### config.mk
export PLATFORM = sky130hd
export DESIGN_NAME = pqda_accum
export DESIGN_NICKNAME = d
export VERILOG_FILES = /design/src/rtl/core/pqda_pkg.sv /design/src/rtl/core/pqda_accum.sv
export VERILOG_INCLUDE_DIRS = /design/src /design/src/rtl/core
export SDC_FILE = /design/constraint.sdc
export NUM_CORES = 1
export LEC_CHECK = 0
export BUFFER_PORTS_ARGS = -buffer_cell sky130_fd_sc_hd__clkbuf_2
export CAP_MARGIN = 20
export CORE_ASPECT_RATIO = 0.9
export CORE_UTILIZATION = 36
export CTS_BUF_LIST = sky130_fd_sc_hd__clkbuf_2 sky130_fd_sc_hd__clkbuf_4 sky130_fd_sc_hd__clkbuf_8
export CTS_CLUSTER_DIAMETER = 50
export DETAILED_ROUTE_END_ITERATION = 16
export GPL_TIMING_DRIVEN = 0
export HOLD_SLACK_MARGIN = 0.12
export SYNTH_ARGS = -nofsm -noshare
export SYNTH_HDL_FRONTEND = slang
export SYNTH_SLANG_ARGS = --single-unit
### constraint.sdc
create_clock -name aclk -period 9.26 [get_ports aclk]
set_input_delay 0.463 -clock aclk [delete_from_list [all_inputs] [get_ports aclk]]
set_output_delay 0.463 -clock aclk [all_outputs]
set_load 0.01 [all_outputs]
### src/rtl/core/pq_table_distance_accumulator_core_assert.svh
// Assertion macros for the core RTL (included by pqda_accum).
// Each macro expects aclk and aresetn in the scope where it is used.
`ifndef PQ_TABLE_DISTANCE_ACCUMULATOR_CORE_ASSERT_SVH
`define PQ_TABLE_DISTANCE_ACCUMULATOR_CORE_ASSERT_SVH

// Consequent must hold in the same cycle as the antecedent.
`define PQDA_ASSERT_NOW(lbl, ante, cons, msg) \
    lbl: assert property (@(posedge aclk) disable iff (!aresetn) (ante) |-> (cons)) \
        else $error(msg);

// Consequent must hold in the cycle after the antecedent.
`define PQDA_ASSERT_NEXT(lbl, ante, cons, msg) \
    lbl: assert property (@(posedge aclk) disable iff (!aresetn) (ante) |=> (cons)) \
        else $error(msg);

`endif

### src/rtl/core/pqda_pkg.sv
`timescale 1ns / 1ps

package pqda_pkg;

    // Table geometry and value widths
    localparam int MAX_SUBQ     = 64;
    localparam int TABLE_STRIDE = 256;
    localparam int VALUE_WIDTH  = 32;
    localparam int SUBQ_W       = 6;
    localparam int ENTRY_W      = 8;
    localparam int TABLE_AW     = SUBQ_W + ENTRY_W;
    localparam int TABLE_DEPTH  = MAX_SUBQ * TABLE_STRIDE;
    localparam int DIST_WIDTH   = 40;
    localparam int NSQ_W        = 7;
    localparam int CB_W         = 4;
    localparam int CFG_IDX_W    = 2;

    localparam int S_TDATA_W = 56;
    localparam int M_TDATA_W = 40;

    // Configuration register indexes
    localparam logic [CFG_IDX_W-1:0] CFG_NUM_SUBQ  = 2'd0;
    localparam logic [CFG_IDX_W-1:0] CFG_CODE_BITS = 2'd1;
    localparam logic [CFG_IDX_W-1:0] CFG_BIAS      = 2'd2;

    // Request kinds carried on s_tuser
    localparam logic CMD_LOAD = 1'b0;
    localparam logic CMD_CODE = 1'b1;

    localparam logic [DIST_WIDTH-1:0] DIST_MAX = {1'b0, {(DIST_WIDTH-1){1'b1}}};
    localparam logic [DIST_WIDTH-1:0] DIST_MIN = {1'b1, {(DIST_WIDTH-1){1'b0}}};

    // Control between the lookup front end and the accumulator
    typedef struct packed {
        logic valid;
        logic last;
    } step_t;

    typedef struct packed {
        logic                  ovf;
        logic [DIST_WIDTH-1:0] value;
    } sat_t;

    // Signed add of two 40-bit values, saturated to 40 bits
    function automatic sat_t sat_add(input logic [DIST_WIDTH-1:0] a,
                                     input logic [DIST_WIDTH-1:0] b);
        logic [DIST_WIDTH:0] sum;
        sat_t                r;
        sum = {a[DIST_WIDTH-1], a} + {b[DIST_WIDTH-1], b};
        r.ovf = sum[DIST_WIDTH] ^ sum[DIST_WIDTH-1];
        if (!r.ovf) begin
            r.value = sum[DIST_WIDTH-1:0];
        end else if (sum[DIST_WIDTH]) begin
            r.value = DIST_MIN;
        end else begin
            r.value = DIST_MAX;
        end
        return r;
    endfunction

    // Code mask for a code width, width clamped to 1..8
    function automatic logic [ENTRY_W-1:0] code_mask(input logic [CB_W-1:0] cb);
        logic [ENTRY_W-1:0] m;
        case (cb)
            4'd0, 4'd1: m = 8'h01;
            4'd2:       m = 8'h03;
            4'd3:       m = 8'h07;
            4'd4:       m = 8'h0F;
            4'd5:       m = 8'h1F;
            4'd6:       m = 8'h3F;
            4'd7:       m = 8'h7F;
            default:    m = 8'hFF;
        endcase
        return m;
    endfunction

endpackage

### src/rtl/core/pqda_accum.sv
`timescale 1ns / 1ps

module pqda_accum (
    input  logic                           aclk,
    input  logic                           aresetn,
    input  pqda_pkg::step_t                step,
    output logic                           step_ready,
    input  logic [pqda_pkg::VALUE_WIDTH-1:0] table_data,
    input  logic [31:0]                    bias,
    output logic                           m_tvalid,
    input  logic                           m_tready,
    output logic [pqda_pkg::M_TDATA_W-1:0] m_tdata,
    output logic                           m_tuser
);
    import pqda_pkg::*;

    logic [DIST_WIDTH-1:0] acc_reg, acc_next;
    logic                  fin_valid_reg, fin_valid_next;
    logic [DIST_WIDTH-1:0] fin_acc_reg, fin_acc_next;
    logic                  fin_ovf_reg, fin_ovf_next;
    logic                  out_valid_reg, out_valid_next;
    logic [DIST_WIDTH-1:0] out_dist_reg, out_dist_next;
    logic                  out_ovf_reg, out_ovf_next;

    logic                  out_free;
    logic                  fin_free;
    logic                  step_adv;
    sat_t                  acc_sum;
    sat_t                  total;

    // Back-pressure through the final and output stages
    assign out_free   = !out_valid_reg || m_tready;
    assign fin_free   = !fin_valid_reg || out_free;
    assign step_ready = !step.last || fin_free;
    assign step_adv   = step.valid && step_ready;

    // Stage 1: add the table entry to the running sum
    assign acc_sum = sat_add(acc_reg,
                             {{(DIST_WIDTH-VALUE_WIDTH){table_data[VALUE_WIDTH-1]}},
                              table_data});
    // Stage 2: add the bias to the finished sum
    assign total = sat_add(fin_acc_reg,
                           {{(DIST_WIDTH-32){bias[31]}}, bias});

    always_comb begin
        acc_next       = acc_reg;
        fin_valid_next = fin_valid_reg;
        fin_acc_next   = fin_acc_reg;
        fin_ovf_next   = fin_ovf_reg;
        out_valid_next = out_valid_reg;
        out_dist_next  = out_dist_reg;
        out_ovf_next   = out_ovf_reg;

        // Output register drains
        if (out_valid_reg && m_tready) begin
            out_valid_next = 1'b0;
        end
        // Final stage moves into the output register
        if (fin_valid_reg && out_free) begin
            out_valid_next = 1'b1;
            out_dist_next  = total.value;
            out_ovf_next   = total.ovf | fin_ovf_reg;
            fin_valid_next = 1'b0;
        end
        // Accumulate; a last step hands the sum on and clears
        if (step_adv) begin
            if (step.last) begin
                fin_valid_next = 1'b1;
                fin_acc_next   = acc_sum.value;
                fin_ovf_next   = acc_sum.ovf;
                acc_next       = '0;
            end else begin
                acc_next = acc_sum.value;
            end
        end
    end

    always_ff @(posedge aclk) begin
        if (!aresetn) begin
            acc_reg       <= '0;
            fin_valid_reg <= 1'b0;
            out_valid_reg <= 1'b0;
        end else begin
            acc_reg       <= acc_next;
            fin_valid_reg <= fin_valid_next;
            out_valid_reg <= out_valid_next;
        end
        fin_acc_reg  <= fin_acc_next;
        fin_ovf_reg  <= fin_ovf_next;
        out_dist_reg <= out_dist_next;
        out_ovf_reg  <= out_ovf_next;
    end

    assign m_tvalid = out_valid_reg;
    assign m_tdata  = out_dist_reg;
    assign m_tuser  = out_ovf_reg;

`include "pq_table_distance_accumulator_core_assert.svh"

    `PQDA_ASSERT_NEXT(a_stall_holds_sum, step.valid && !step_ready, $stable(acc_reg), "sum changed while step stalled")
    `PQDA_ASSERT_NEXT(a_last_clears_sum, step_adv && step.last, acc_reg == '0, "sum not cleared after vector end")
    `PQDA_ASSERT_NEXT(a_final_not_lost, fin_valid_reg && !out_free, fin_valid_reg, "finished sum dropped")
    `PQDA_ASSERT_NOW(a_no_last_into_full, step.valid && step.last && !fin_free, !step_adv, "vector end overran final stage")

endmodule

* Yosys cells after proc, flatten, opt, wreduce, memory -nomap -nowiden *
Cells that the tools add are included.

operators by class
  $add $sub $neg = 2
  multiplexer cells = 10
  bitwise operators = 3
  reductions and logical operators = 11

operators by type and width
  kind               number
  $mux 40            5
  $add 40x32->41     2
  $mux 1             5
  $logic_and 1x1->1  3
  $logic_not 1->1    3
  $logic_or 1x1->1   3
  $reduce_and 2->1   1
  $reduce_bool 2->1  1
  $xor 1x1->1        2
  $or 1x1->1         1

storage, ports and cells
  bits in registers = 124
  input port bits = 69
  logic and storage cells = 33

* Logic depth before layout (Yosys ltp) *
Gate-level depths: netlist (run 1).

  word-level depth = 6
  gate-level depth with buffers = 14

* Worst setup path before layout (run 1) *
No wires, ideal clock.

  path type = input to register
  from = in bias[0]
  to = reg out_dist_reg[0] (netlist: m_tdata[0]) (data pin)
  setup time = 0.266 ns
  arrival = 3.345 ns
  slack = 5.649 ns
  stages = 14
  cells stage by stage = ha_1 fa_1 a21o_1 a221oi_1 o21bai_1 o2bb2ai_1 nor3b_1 a31o_2 a21o_1 clkbuf_1 nor2_1 clkbuf_1 clkbuf_1 nor2_1

RTL lines
  item                    RTL line          text
  start: declaration      pqda_accum.sv:9   input logic [31:0] bias,
  end signal: assignment  pqda_accum.sv:90  out_dist_reg <= out_dist_next;
  end: declaration        pqda_accum.sv:22  logic [DIST_WIDTH-1:0] out_dist_reg, out_dist_next;

==> run metrics, run 1 <==
status finished clean; # rows 55; Nets 1,333; H-tree levels 4; switch share 38.2%; sequential share of the synthesized area 35.7%; GR Util All Layers 19.7%; Compound-Gate Fraction of Synth Area 23.9%; Die Ht 154 um; final WL 25.4 mm; adder-cell area share of the yosys netlist 14.7%; Synth top area share 26.6%; worst hold stages 2; total grt overflow 0; fmax 0.237 GHz; number of synthesized flops with an enable pin 82; post-route ant nets 0; Post-Layout Cell Count 1,537; post-DR vias/cell 5.30; xor and xnor area share after synthesis 6.16%; commonest non-fill, non-tap cell in the layout clkbuf_2; Worst-path clk slew 90 ps; I/O pins 112; Clock power frac 26.2%; FFs w/ async S/R, synth 0%; DRC Markers 0; CTS tree done; Post-CTS Setup Inserts 0; wire length per cell 16.5 um; Core ar. 25,200 um^2; root cell of the clock tree clkbuf_8; Post-CTS Resized 0; worst vdd ir 0.0833 mV; Worst Max-Slew Pin Slew 964 ps; Synth Flop Type edfxtp_1; total power 1870 uW; worst hold path class input pin to register; Die Footprint 26,300 um^2; total negative setup slack 0 ps; Max Cap Viol 0; crit path kind register to register; Die Width 171 um; Netlist cell types 67; Placed Instances 1,504; Synth-to-Final Area Change 15.3%; number of warnings issued by yosys 0; largest net degree at the start of global routing 43; commonest non-fill, non-tap cells in the layout 111 x clkbuf_2, 110 x a21oi_1, 107 x nand2_1; clock buffer depth 2; worst r2r path cells 14; Util after Layout 42.3%; vias in the first global route 7,688; TritonCTS buffer count 17; Clock Skew 20.1 ps; largest area contributor in the netlist edfxtp_1; P_leak 0.00432 uW; via count 8,140; power density cells 175 nW/um^2; CP required 9450 ps; min Tclk post-route 4210 ps; Final Slew Violations 0; Worst EP arrival 4400 ps; largest family of logic cells by synthesized area compound AO/OA/AOI/OAI gates; Ant. Diodes 0; post-DP HPWL 20.3 mm; initial antenna violation count 0; register-to-register setup slack 5050 ps; Comb power frac 36.7%; syn_nets 1,201; layout cells sized above 1 13.3%; Initial Util 36.7%; Syn Inst Count 1,050; Setup crit end kind register; Pint 1150 uW; Slew Limit Headroom 34.1%; first-pass GRT wire length 40.3 mm; mux cell area share after synthesis 0.433%; Setup-failing EPs final 0; setup repair after global routing missed its margin false; Sequential Power Share 37.1%; Final Wtd Congestion 0.910; Worst-Skew Late Latency 470 ps; I/O Buffers 111; number of synthesized register bits 124; Post-Synth Simple-Gate Area 16.2%; Mean Syn Cell Area 8.81 um^2; Cell Area, Synth 9250 um^2; Hold-fix buffers, CTS 0; initial drt markers 484; Hold Vio Cnt, Final 0; crit start category register; drt pass-1 iters 5; final worst path period share 45.5%; Num Clock Sinks 124; net switching power 713 uW; CP Max Fanout 10; main area contributors after synthesis edfxtp_1 27%, ha_1 11%, dfxtp_1 9.1%, a21oi_1 6.0%, nand2_1 4.3%
[power by group through the flow]
stage	sequential [uW]	combinational, uW	clock [uW]
6_report	691	685	489
5_1_grt	697	765	519
4_1_cts	692	681	498
3_5_place_dp	704	676	0
3_3_place_gp	704	668	0
2_1_floorplan	705	489	0
[layout make-up]
cell class                      count  area (um^2)
Buffer                             52          200
Fill cell                        2605        14500
Timing Repair Buffer              113          588
Clock inverter                     15          151
Tap cell                          342          428
Inverter                           19         71.3
Clock buffer                       17          234
Multi-Input combinational cell    855         5680
Sequential cell                   124         3300
[metal layers]
metal  global-route usage [%]  share of wire [%]
met2                     30.6                 44
met1                     28.2                 50
met4                     5.27                1.3
met5                        0                  0
met3                     3.19                4.9
[critical path: stages (launching register included)]
cell	delay, ps
edfxtp_1	440
ha_1	240
fa_1	410
a21o_1	210
a221oi_1	370
o21bai_1	200
o2bb2ai_1	190
nor3b_1	230
a31o_2	290
a21o_1	160
clkbuf_1	220
nor2_1	180
clkbuf_1	330
clkbuf_1	370
a21oi_1	100
[worst paths after layout]
kind                                     start          end
worst max-delay path            fin_acc_reg[0]  m_tdata[17]
worst min-delay path                   aresetn     m_tvalid
worst max register to register  fin_acc_reg[0]  m_tdata[17]
worst min register to register      acc_reg[9]   acc_reg[9]
[per-stage QoR]
stage | hold slack (ps) | area [um^2] | setup WS (ps)
2_1_floorplan | 430 | 9250 | 5650
3_3_place_gp | 440 | 10200 | 4650
3_5_place_dp | 444 | 10300 | 4580
4_1_cts | 230 | 10600 | 4770
5_1_grt | 249 | 10700 | 4710
6_report | 247 | 10700 | 5050
[cell usage after synthesis, types with 11 or more instances]
library cell / instances
a21o_1: 39
a21oi_1: 110
a31oi_1: 14
and2_1: 11
clkbuf_1: 47
dfxtp_1: 42
edfxtp_1: 82
ha_1: 80
inv_1: 19
maj3_1: 32
nand2_1: 107
nand3_1: 31
nand4_1: 19
nor2_1: 94
nor2b_1: 15
nor3_1: 14
o21a_1: 15
o21ai_0: 48
o21ai_1: 32
xnor2_1: 34
xor2_1: 31
[logic make-up (layout without fill, tap and decap cells)]
kind of cell             after synthesis  in the layout
adder cells (fa/ha/maj)              114            114
flip-flops                           124            124
multiplexers                           4              4
AND/OR/NAND/NOR                      324            324
XOR/XNOR                              65             65
buffers and inverters                 71            216
AO/OA/AOI/OAI                        348            348
No activity file was read; power rests on OpenSTA's default activity.
==> run 2, diff against run 1 <==
Clock period 9.26 ns to 4 ns, I/O delays scaled along.
==> run metrics, run 2 (synthesized netlist as in run 1, its figures left out) <==
status finished clean; worst r2r path cells 13 (-1); GR Util All Layers 19.8% (+0.076 points); Sequential Power Share 36.8% (-0.3 points); P_leak 0.00436 uW (+0.95%); TritonCTS buffer count 17 (unchanged); Slew Limit Headroom 27.3% (-6.8 points); crit start category register; Final Wtd Congestion 0.910 (unchanged); Max Cap Viol 0 (unchanged); Clock Skew 21.8 ps (+1.68 ps); Worst EP arrival 4180 ps (-220 ps); Initial Util 36.7% (unchanged); switch share 38.2% (about the same); post-DP HPWL 20.3 mm (unchanged); Die Ht 154 um (unchanged); initial antenna violation count 0 (unchanged); total grt overflow 0 (unchanged); Clock power frac 26.1% (about the same); power density cells 404 nW/um^2 (+130%); Nets 1,337 (+0.30%); via count 8,096 (-0.54%); Worst Max-Slew Pin Slew 1060 ps (+99.3 ps); Fill cells 2,589 (-0.61%); worst hold stages 3 (+1); CTS tree done; H-tree levels 4 (unchanged); I/O pins 112 (unchanged); Hold Vio Cnt, Final 0 (unchanged); vias in the first global route 7,722 (+0.44%); initial drt markers 531 (+9.7%); worst hold path startpoint step[0]; commonest non-fill, non-tap cells in the layout 119 x clkbuf_2, 109 x a21oi_1, 106 x nand2_1; Pint 2680 uW (+130%); register-to-register setup slack 180 ps (-4870 ps); Final Slew Violations 0 (unchanged); post-route ant nets 0 (unchanged); Synth-to-Final Area Change 16.4%; layout cells sized above 1 14.7% (+1.4 points); post-DR vias/cell 5.25 (-0.80%); total negative setup slack 0 ps (unchanged); hold_ws 164 ps (-83.3 ps); Worst-Skew Late Latency 470 ps (about the same); fmax 0.261 GHz (+10%); min Tclk post-route 3820 ps (-388 ps); Setup-failing EPs final 0 (unchanged); reg-to-reg endpoint acc_reg[39]; root cell of the clock tree clkbuf_8; CP Max Fanout 10 (unchanged); clock buffer depth 2 (unchanged); final WL 25.5 mm (+0.34%); drt pass-1 iters 5 (unchanged); first-pass GRT wire length 40.5 mm (+0.44%); commonest non-fill, non-tap cell in the layout clkbuf_2; # rows 55 (unchanged); crit path kind register to register; worst hold path class input pin to register; I/O Buffers 111 (unchanged); Critical R2R Launch acc_reg[21]; final worst path period share 95.6% (+50 points); Ant. Diodes 0 (unchanged); worst vdd ir 0.192 mV (+130%); crit path launch acc_reg[21]; Comb power frac 37.1% (+0.4 points); Die Footprint 26,300 um^2 (unchanged); CP required 4360 ps (-5090 ps); wire length per cell 16.5 um (about the same); largest net degree at the start of global routing 43 (unchanged); Setup crit end kind register; Hold EP acc_reg[36]; Num Clock Sinks 124 (unchanged); Core ar. 25,200 um^2 (unchanged); Worst-path clk slew 90 ps (about the same); Die Width 171 um (unchanged); setup repair after global routing missed its margin false; DRC Markers 0 (unchanged); net switching power 1660 uW (+130%)
==> run 2: layout make-up <==
cell class	instances	area, um^2	area share (%)
plain buffers	51	211	1.96
clock buffers	17	234	2.17
clock inverters	15	151	1.41
inverters	19	71.3	0.663
multi-input cells	855	5730	53.2
flip-flops and latches	124	3300	30.7
well taps	342	428	3.98
repair buffers	118	633	5.88
==> run 2: timing repair <==
item,CTS,global route
setup endpoints to repair,48,45
buffers inserted,0,1
pin swaps,0,1
hold buffers,5,0
gates resized for setup,12,13
endpoints found under the hold margin,3,0
==> run 2: how the worst max path moves through the flow <==
stage	to	depth (start not counted)
floorplan	m_tdata[0]	14
global placement	m_tdata[25]	10
detailed placement	m_tdata[8]	10
CTS	m_tdata[25]	10
global route	fin_acc_reg[2]	13
finish	acc_reg[39]	13
==> run 2: layer usage <==
layer	wire length (um)	track usage, %
met1	12800	28.2
met2	11200	30.9
met3	1190	3.27
met4	286	5.02
met5	0	0
==> run 2: power groups by stage <==
stage	logic [uW]	clock network [uW]	registers (uW)
3_5_place_dp	1560	0	1630
3_3_place_gp	1550	0	1630
4_1_cts	1590	1150	1600
6_report	1610	1130	1600
2_1_floorplan	1130	0	1630
5_1_grt	1790	1200	1610
==> run 2: worst max-delay path, cell delays in order (launching register included) <==
cell and delay [ps]:
dfxtp_1 320, ha_1 270, clkbuf_1 330, nand4_1 220, or3_1 440, or3b_1 360, o32ai_1 170, nor3_2 140
o31ai_1 380, clkbuf_2 320, nor3_1 80, a21oi_1 100, dlygate4sd3_1 550, nor2b_1 40
==> run 2: per-stage QoR <==
stage	cell area [um^2]	power (uW)	setup slack [ps]	cells	util [%]
global placement	10200	3180	-373	1503	40.6
global route	10800	4610	15.8	1541	42.7
floorplan	9250	2760	505	1050	-
CTS	10700	4340	66.8	1541	42.6
finish	10800	4350	175	1541	42.7
detailed placement	10300	3190	-452	1504	40.7
